### config.mk
export PLATFORM = sky130hd
export DESIGN_NAME = drac_alu
export DESIGN_NICKNAME = d
export VERILOG_FILES = /design/src/rtl/drac_pkg.sv /design/src/rtl/drac_alu.sv
export SDC_FILE = /design/constraint.sdc
export NUM_CORES = 1
export LEC_CHECK = 0
export ABC_AREA = 1
export BUFFER_PORTS_ARGS = -buffer_cell sky130_fd_sc_hd__buf_4
export CAP_MARGIN = 20
export CORE_UTILIZATION = 59
export DETAILED_ROUTE_END_ITERATION = 10
export PLACE_DENSITY = 0.88
export REMOVE_ABC_BUFFERS = 1
export SLEW_MARGIN = 30
export SYNTH_ARGS = -nofsm -noshare
export SYNTH_HDL_FRONTEND = slang
export SYNTH_SLANG_ARGS = --single-unit
### constraint.sdc
create_clock -name vclk -period 4
set_clock_uncertainty 0.15 [all_clocks]
set_input_delay 0.6 -clock vclk [all_inputs]
set_output_delay 0.6 -clock vclk [all_outputs]
set_load 0.005 [all_outputs]
### src/rtl/drac_pkg.sv
// ----------------------------------------------------------------------------
// drac_pkg
// Shared types and constants for the domain region access checker: opcodes,
// status codes, sequencer states, region record and shared adder interface.
// ----------------------------------------------------------------------------
package drac_pkg;

  // Fixed field widths
  localparam int ADDR_W = 64;
  localparam int DOM_W  = 8;
  localparam int PERM_W = 8;
  localparam int OP_W   = 2;
  localparam int STAT_W = 2;

  typedef enum logic [OP_W-1:0] {
    OP_CREATE = 2'd0,
    OP_ADD    = 2'd1,
    OP_REMOVE = 2'd2,
    OP_CHECK  = 2'd3
  } op_t;

  typedef enum logic [STAT_W-1:0] {
    ST_OK    = 2'd0,
    ST_RANGE = 2'd1,
    ST_STATE = 2'd2,
    ST_FULL  = 2'd3
  } status_t;

  typedef enum logic [2:0] {
    S_IDLE,
    S_LOOKUP,
    S_DECIDE,
    S_CMP_LO,
    S_CMP_HI
  } state_t;

  typedef enum logic {
    ALU_ADD,
    ALU_SUB
  } alu_mode_t;

  typedef struct packed {
    alu_mode_t         mode;
    logic [ADDR_W-1:0] a;
    logic [ADDR_W-1:0] b;
  } alu_req_t;

  typedef struct packed {
    logic [ADDR_W-1:0] sum;
    logic              carry;
  } alu_rsp_t;

  typedef struct packed {
    logic [ADDR_W-1:0] lo;
    logic [ADDR_W-1:0] hi;
    logic [PERM_W-1:0] rights;
  } region_t;

endpackage

### src/rtl/drac_alu.sv
// ----------------------------------------------------------------------------
// drac_alu
// Shared 64-bit adder. Adds for the access end address and subtracts for the
// bound compares; carry out set on subtract means a >= b.
// ----------------------------------------------------------------------------
module drac_alu (
  input  drac_pkg::alu_req_t req,
  output drac_pkg::alu_rsp_t rsp
);
  import drac_pkg::*;

  logic [ADDR_W-1:0] b_eff;
  logic [ADDR_W:0]   total;

  // Invert and add one for subtract
  always_comb begin
    b_eff = (req.mode == ALU_SUB) ? ~req.b : req.b;
    total = {1'b0, req.a} + {1'b0, b_eff} + {{ADDR_W{1'b0}}, (req.mode == ALU_SUB)};
    rsp.sum   = total[ADDR_W-1:0];
    rsp.carry = total[ADDR_W];
  end

endmodule

==> impl_results.md, run 1 <==
* Vias per cell at 5.28
* Pwr per Cell Area at 229 nW/um^2
* First-pass GRT wire length at 32,600 microns
* Die H at 103 microns
* Antenna violations before repair at 0
* Count of cell types in the netlist at 31
* Relative slew slack at 56.7%
* Via count at 8,002
* Post-route clock period utilization at 95.2%
* Sequential power share at 0%
* Final ANT Viol Nets at 0
* Top post-synthesis cells by area: nand2_1 (28%), ha_1 (14%), inv_1 (14%), xor2_1 (13%), a21oi_1 (6.9%)
* Sw power at 1030 uW
* Unrepaired setup endpoints after global routing: no
* Mapped cell area at 6040 sq um
* Wire per inst at 14.3 microns
* Vias in the first global route at 6,910
* Setup_tns at 0 ns
* Setup Viol. Count Final at 0
* Initial DRC Count at 662
* Fin cells at 1,515
* Power share of the combinational group at 100.0%
* Clock power frac at 0%
* Post-layout minimum cycle time at 3.81 ns
* LEAKAGE at 0.00466 uW
* Routed WL at 21,700 microns
* Critical path's top delay family: simple AND/OR/NAND/NOR gates
* Hold_buf cts at 0
* PostCTS Resize Cnt at 0
* Max Freq at 263 MHz
* Core Util, Final at 78.0%
* Total power at 1760 uW
* Die area at 10,600 sq um
* Grt ovf at 0
* GPL Wtd Cong at 1.11
* Slowest CP cell: ha_1
* Hpwl dp at 19,300 microns
* Yosys warning total at 0
* CLK BUF at 0
* Largest net degree at the start of global routing at 27
* Placeable Area at 9860 sq um
* Worst Tran Pin Value at 0.643 ns
* WP data required at 3.25 ns
* Reg area at 0 sq um
* Residual DRC count at 0
* Share of cells above drive strength 1 at 17.7%
* Initial DRT Pass Iterations at 6
* Most frequent cells in the layout: nand2_1 (446), inv_1 (221), buf_4 (199)
* Hold Fails Final Rpt at 0
* Starting Density at 61.3%
* Critical Path Max Stage Delay at 0.36 ns
* Area share of the largest cell type after synthesis at 27.7%
* Yosys top cell by area: nand2_1
* Register area share after synthesis at 0%
* Gr usage total at 39.5%
* Max cap viols at 0
* Placed cells at 1,515
* Seq cells at 0
* Syn_area_per_cell at 5.09 sq um
* Worst Path Arrival at 3.06 ns
* # rows at 36
* # nets final at 1,583
* Synthesis-to-layout area growth at 27.3%
* Max Slew Vio Count at 0
* Peak VDD IR at 0.000157 V
* Fillers at 866
* Worst setup SP type: input port
* Largest fanout on the critical path at 16
* Net Sw Frac at 58.2%
* Cell Chain, Critical Path: buf_6, buf_4, xor2_1, ha_1, nand2_1, nor2_1, nand2_1, nor2_1, nand2_1, nand2_1, nand2_1, nand2_1, nand2_1, nand2_1, buf_4
* Outcome: completed
* P_int at 736 uW
* Most common cell on crit path: nand2_1
* Hold crit path type: in2out
* Die width at 103 microns
* Ports at 194
* WS Path Type: in2out
* Postcts setup bufs at 0
* Crit end category: primary output
* Buf/Inv on CP at 3
* Multi-input combinational cell area at 5160 sq um
* Most common cell after layout, fill and taps aside: nand2_1
* Mapped Cells at 1,188
* Ant diodes at 0
* PortBufs at 194
## tightest hold or removal path: cells and delay by family
family	cells	cell delay, ns
XOR/XNOR	1	0.06
buffers and inverters	2	0.22
## per-stage QoR
step	worst slack [ns]	hold WS [ns]	instance area [sq um]
2_1_floorplan	1.12	1.10	6000
3_3_place_gp	0.247	1.32	7690
3_5_place_dp	0.251	1.33	7690
4_1_cts	0.239	1.33	7690
5_1_grt	0.0143	1.35	7690
6_report	0.192	1.33	7690
## layer usage
metal / track usage, % / vias up / share of wire (%)
met5: 0 / - / 0
met4: 14.8 / 0 / 3.6
met3: 6.38 / 53 / 10
met2: 62.5 / 392 / 43
met1: 53.9 / 3525 / 43
li1: - / 4032 / -
## final timing paths
path | depth (start not counted) | startpoint | endpoint
hold / removal | 3 | req[64] | rsp[1]
setup / recovery | 15 | req[128] | rsp[43]
## final cells by class
| type | instances | share of cell area (%) |
|---|---|---|
| Inverter | 224 | 10.9 |
| Multi-Input combinational cell | 957 | 67.1 |
| Tap cell | 133 | 2.16 |
| Timing Repair Buffer | 201 | 19.8 |
## power groups by stage
stage          Sequential, uW  Clock [uW]  Combinational (uW)
5_1_grt                     0           0                1930
6_report                    0           0                1760
3_3_place_gp                0           0                1680
4_1_cts                     0           0                1720
2_1_floorplan               0           0                 985
3_5_place_dp                0           0                1710
## synthesized netlist by cell type (all sizes together), types with 4 or more instances
| master | n |
|---|---|
| o21bai | 13 |
| inv | 224 |
| buf | 7 |
| o21ai | 37 |
| nor2 | 117 |
| nand3 | 48 |
| nor3 | 14 |
| a21oi | 83 |
| o21a | 4 |
| xor2 | 93 |
| ha | 69 |
| nand2 | 462 |
## cell families after synthesis
kind of cell | Yosys count | synth area share (%)
xor gates and xnor gates | 95 | 13.8
buffers and inverters | 231 | 14.6
AOI/OAI and AO/OA | 140 | 12.5
and+or+nand+nor | 652 | 44.5
adders and majority gates | 70 | 14.6
Note: power is estimated with default switching activity, not from simulation.
==> inputs of run 2 (changes only) <==
ABC_AREA = 0   (was 1)
CORE_UTILIZATION = 55   (was 59)
PLACE_DENSITY = 0.87   (was 0.88)
==> impl_results.md, run 2 <==
* Die H at 93 microns (-9.9%)
* Yosys top cell by area: ha_1
* GPL Wtd Cong at 1.02 (-8.6%)
* Area share of the largest cell type after synthesis at 19.0% (-8.8 points)
* Count of cell types in the netlist at 71 (+130%)
* Post-synthesis xor/xnor area fraction at 23.7% (+9.9 points)
* Starting Density at 57.7% (-3.5 points)
* Postcts setup bufs at 35 (+35)
* Syn_area_per_cell at 7.16 sq um (+41%)
* Hpwl dp at 17,800 microns (-7.5%)
* Simple-Gate Fraction of Synth Area at 18.2% (-26 points)
* Count leader, synth: xor2_1
* Yosys warning total at 0 (unchanged)
* Register area share after synthesis at 0% (unchanged)
* Mux cell area share after synthesis at 0.440% (+0.44 points)
* PortBufs at 194 (unchanged)
* Ports at 194 (unchanged)
* Post-Synth Adder-Cell Area at 19.4% (+4.8 points)
* Combinational family with the most area after synthesis: compound AO/OA/AOI/OAI gates
* Outcome: stopped before the end
* Placement Cell Area at 7430 sq um (-3.4%)
* Error: [ERROR DPL-0038] Utilization greater than 100%, impossible to legalize
* Compound-Gate Fraction of Synth Area at 33.5% (+21 points)
* Top post-synthesis cells by area: ha_1 (19%), xor2_1 (17%), a21oi_1 (9.0%), xnor2_1 (7.1%), a21o_1 (5.3%)
* Synth top cells by count: xor2_1 (86), a21oi_1 (82), ha_1 (69)
* # rows at 32 (-11%)
* Hold_buf cts at 0 (unchanged)
* PostCTS Resize Cnt at 118 (+118)
* Die width at 93 microns (-9.9%)
* Stop stage: clock tree synthesis
* Mapped Cells at 636 (-46%)
* Mapped cell area at 4550 sq um (-25%)
## run 2: logic make-up after synthesis
| kind of cell | Yosys count |
|---|---|
| xor+xnor | 123 |
| fa+ha+maj | 70 |
| buf+inv | 44 |
| compound gates | 228 |
| mux | 2 |
| simple gates | 169 |
## run 2: through the flow
step | setup WS (ns) | setup TNS [ns] | hold WS (ns) | util, % | cells
2_1_floorplan | 0.246 | 0 | 1.10 | - | 612
3_3_place_gp | -0.427 | -6.68 | 1.32 | 94.2 | 1096
3_5_place_dp | -0.532 | -13.43 | 1.33 | 94.2 | 1096
==> inputs of run 3 (changes only) <==
CORE_UTILIZATION = 40   (was 55)
PLACE_DENSITY = default   (was 0.87)
PLACE_DENSITY_LB_ADDON = 0.15   (was default)
==> impl_results.md, run 3 <==
* Peak VDD IR at 0.000131 V
* Die H at 109 microns (+17%)
* Vias per cell at 5.49
* Failing checks: setup timing
* Most frequent cells in the layout: buf_4 (395), xor2_1 (80), a21oi_1 (67), ha_1 (67), nand2_1 (55)
* Hold_buf cts at 0 (unchanged)
* Hpwl dp at 14,400 microns (-19%)
* Post-synthesis xor/xnor area fraction at 23.7% (unchanged)
* WS Path Type: in2out
* Mux cell area share after synthesis at 0.440% (unchanged)
* GPL Wtd Cong at 0.925 (-9.1%)
* Post-route clock period utilization at 107%
* Share of cells above drive strength 1 at 49.9%
* Fillers at 803
* Simple-Gate Fraction of Synth Area at 18.2% (unchanged)
* Setup Viol. Count Final at 34
* Ports at 194 (unchanged)
* Synthesis-to-layout area growth at 84.5%
* Largest net degree at the start of global routing at 14
* Syn_area_per_cell at 7.16 sq um (unchanged)
* Gr usage total at 28.7%
* Worst setup SP type: input port
* Routed WL at 18,600 microns
* Seq cells at 0
* Vias in the first global route at 6,335
* Register area share after synthesis at 0% (unchanged)
* Setup_tns at -4.67 ns
* Multi-input combinational cell area at 4910 sq um
* Max Slew Vio Count at 0
* Area share of the largest cell type after synthesis at 19.0% (unchanged)
* Mapped Cells at 636 (unchanged)
* Initial DRC Count at 225
* Hold path start: req[64]
* Via count at 6,411
* Post-Synth Adder-Cell Area at 19.4% (unchanged)
* CLK BUF at 0
* Yosys warning total at 0 (unchanged)
* Crit end category: primary output
* Placeable Area at 11,000 sq um
* Worst Path Arrival at 3.53 ns
* Residual DRC count at 0
* Grt ovf at 0
* Ant diodes at 0
* Worst Tran Pin Value at 0.602 ns
* Count leader, synth: xor2_1
* Hold Fails Final Rpt at 0
* Core Util, Final at 76.5%
* Final ANT Viol Nets at 0
* Max Freq at 234 MHz
* Antenna violations before repair at 0
* # nets final at 1,229
* Synth top cells by count: xor2_1 (86), a21oi_1 (82), ha_1 (69)
* Yosys top cell by area: ha_1
* Initial DRT Pass Iterations at 7
* Mapped cell area at 4550 sq um (unchanged)
* Crit. Startpoint: req[128]
* Most common cell after layout, fill and taps aside: buf_4
* Die width at 109 microns (+17%)
* Combinational family with the most area after synthesis: compound AO/OA/AOI/OAI gates
* Count of cell types in the netlist at 71 (unchanged)
* LEAKAGE at 0.00415 uW
* Die area at 11,800 sq um
* Compound-Gate Fraction of Synth Area at 33.5% (unchanged)
* WP data required at 3.25 ns
* Largest fanout on the critical path at 8
* Total power at 2250 uW
* Starting Density at 41.5% (-16 points)
* Reg area at 0 sq um
* Max cap viols at 0
* Pwr per Cell Area at 267 nW/um^2
* Post-layout minimum cycle time at 4.28 ns
* PortBufs at 194 (unchanged)
* First-pass GRT wire length at 28,000 microns
* Outcome: finished, violations left
* Relative slew slack at 59.5%
* Unrepaired setup endpoints after global routing: yes
* Wire per inst at 15.9 microns
* # rows at 38 (+19%)
* PnR worst setup slack at -0.279 ns
* Hold crit path type: in2out
* Top post-synthesis cells by area: ha_1 (19%), xor2_1 (17%), a21oi_1 (9.0%), xnor2_1 (7.1%), a21o_1 (5.3%)
## run 3: cell counts after synthesis
Identical to the previous run, type by type.
## run 3: critical path, stage by stage
cell and delay (ns):
buf_12 0.13, buf_12 0.15, buf_6 0.12, xor2_1 0.13, ha_1 0.33, a21oi_1 0.24
o21bai_1 0.14, a311o_1 0.32, nand2_1 0.10, nand3_2 0.13, a311oi_2 0.38, a211oi_4 0.10
a311oi_2 0.33, xnor2_1 0.17, buf_4 0.13
## run 3: metal layers
layer	share of wire (%)	global-route usage [%]	vias to the layer above	wire, microns
met5	0	0	-	0
met4	2.8	7.24	0	522
met3	4.9	1.97	51	910
met2	51	54.4	219	9540
met1	41	34.5	3035	7590
li1	-	-	3106	-
## run 3: logic make-up (layout without fill, tap and decap cells)
group | after synthesis | in the layout
AO/OA/AOI/OAI | 228 | 228
XOR/XNOR | 123 | 123
adder cells (fa/ha/maj) | 70 | 70
buffers and inverters | 44 | 436
multiplexers | 2 | 2
AND/OR/NAND/NOR | 169 | 169
## run 3: per-stage QoR
step / hold slack, ns / setup WS (ns) / std cells / cell area, sq um
finish: 1.32 / -0.279 / 1168 / 8400
global route: 1.35 / -0.380 / 1168 / 8400
detailed placement: 1.32 / -0.410 / 1136 / 7480
global placement: 1.32 / -0.426 / 1136 / 7480
floorplan: 1.10 / 0.246 / 612 / 4410
CTS: 1.32 / -0.266 / 1153 / 7890
## run 3: area by class of cell
class / instances / area share (%)
multi-input cells: 592 / 58.5
repair buffers: 416 / 38.6
inverters: 20 / 0.894
well taps: 140 / 2.08
## run 3: what timing repair did
item                                    4_1_cts  5_1_grt
endpoints found under the hold margin         0        0
pin swaps                                    45       57
endpoints found under the setup margin       40       41
gates cloned                                  1        0
setup buffers                                17       16
gates resized for setup                      61       75
## run 3: path summary, 6_finish.rpt
| check | cells after the start | endpoint | slack [ns] |
|---|---|---|---|
| worst max-delay path | 15 | rsp[61] | -0.28 |
| worst min-delay path | 3 | rsp[1] | 1.32 |
## run 3: power by group
part           total [uW]  leakage (uW)  switching (uW)  internal [uW]
Combinational        2250       0.00415            1040           1210
Sequential              0             0               0              0
Clock                   0             0               0              0
Total                2250       0.00415            1040           1210
==> inputs of run 4 (changes only) <==
CORE_ASPECT_RATIO = 2   (was default)
CORE_UTILIZATION = 47   (was 40)
MAX_ROUTING_LAYER = met4   (was default)
==> impl_results.md, run 4 <==
* Outcome: stopped before the end
* Stop stage: global routing
* Error: [ERROR GRT-0232] Routing congestion too high. Check the congestion heatmap in the GUI.
* Starting Density at 48.5% (+7.1 points)
* Count of cell types in the netlist at 71 (unchanged)
* Hold_buf cts at 0 (unchanged)
* Ports at 194 (unchanged)
* Die width at 71.6 microns (-34%)
* Worst_ep kind: primary output
* Area share of the largest cell type after synthesis at 19.0% (unchanged)
* Grt ovf at 16
* Mapped Cells at 636 (unchanged)
* Synth top cells by count: xor2_1 (86), a21oi_1 (82), ha_1 (69)
* Count leader, synth: xor2_1
* Syn_area_per_cell at 7.16 sq um (unchanged)
* Register area share after synthesis at 0% (unchanged)
* Die H at 141 microns (+30%)
* PortBufs at 194 (unchanged)
* Yosys top cell by area: ha_1
* Largest net degree at the start of global routing at 23
* Mapped cell area at 4550 sq um (unchanged)
* Crit. endpoint post-GRT repair: rsp[63]
* Yosys warning total at 0 (unchanged)
* Gr usage total at 70.6%
* GPL Wtd Cong at 1.03 (+11%)
* Placed cells at 1,126 (-0.88%)
* # rows at 50 (+32%)
* Top post-synthesis cells by area: ha_1 (19%), xor2_1 (17%), a21oi_1 (9.0%), xnor2_1 (7.1%), a21o_1 (5.3%)
* Hpwl dp at 16,400 microns (+14%)
==> run 4: logic make-up after synthesis <==
group / synth area share [%]
adders and majority gates: 19.4
and+or+nand+nor: 18.2
buffers and inverters: 4.84
muxes: 0.440
AOI/OAI and AO/OA: 33.5
xor gates and xnor gates: 23.7
==> run 4: per-stage QoR <==
stage,area [sq um],setup slack [ns],setup TNS (ns),hold slack [ns]
3_5_place_dp,7640,-0.586,-14.06,1.32
3_3_place_gp,7640,-0.573,-12.67,1.32
4_1_cts,8210,-0.325,-5.35,1.32
2_1_floorplan,4410,0.246,0,1.10
==> run 4: timing repair <==
item / CTS
endpoints found under the setup margin: 41
buffers inserted: 18
resized for setup: 97
cloned: 1
pin swaps: 59
==> run 4: routing by layer <==
layer | overflow | global-route usage [%]
met1 | 0 | 62.7
met5 | - | -
met2 | 9 | 94.6
met4 | 7 | 78.9
met3 | 0 | 43.5
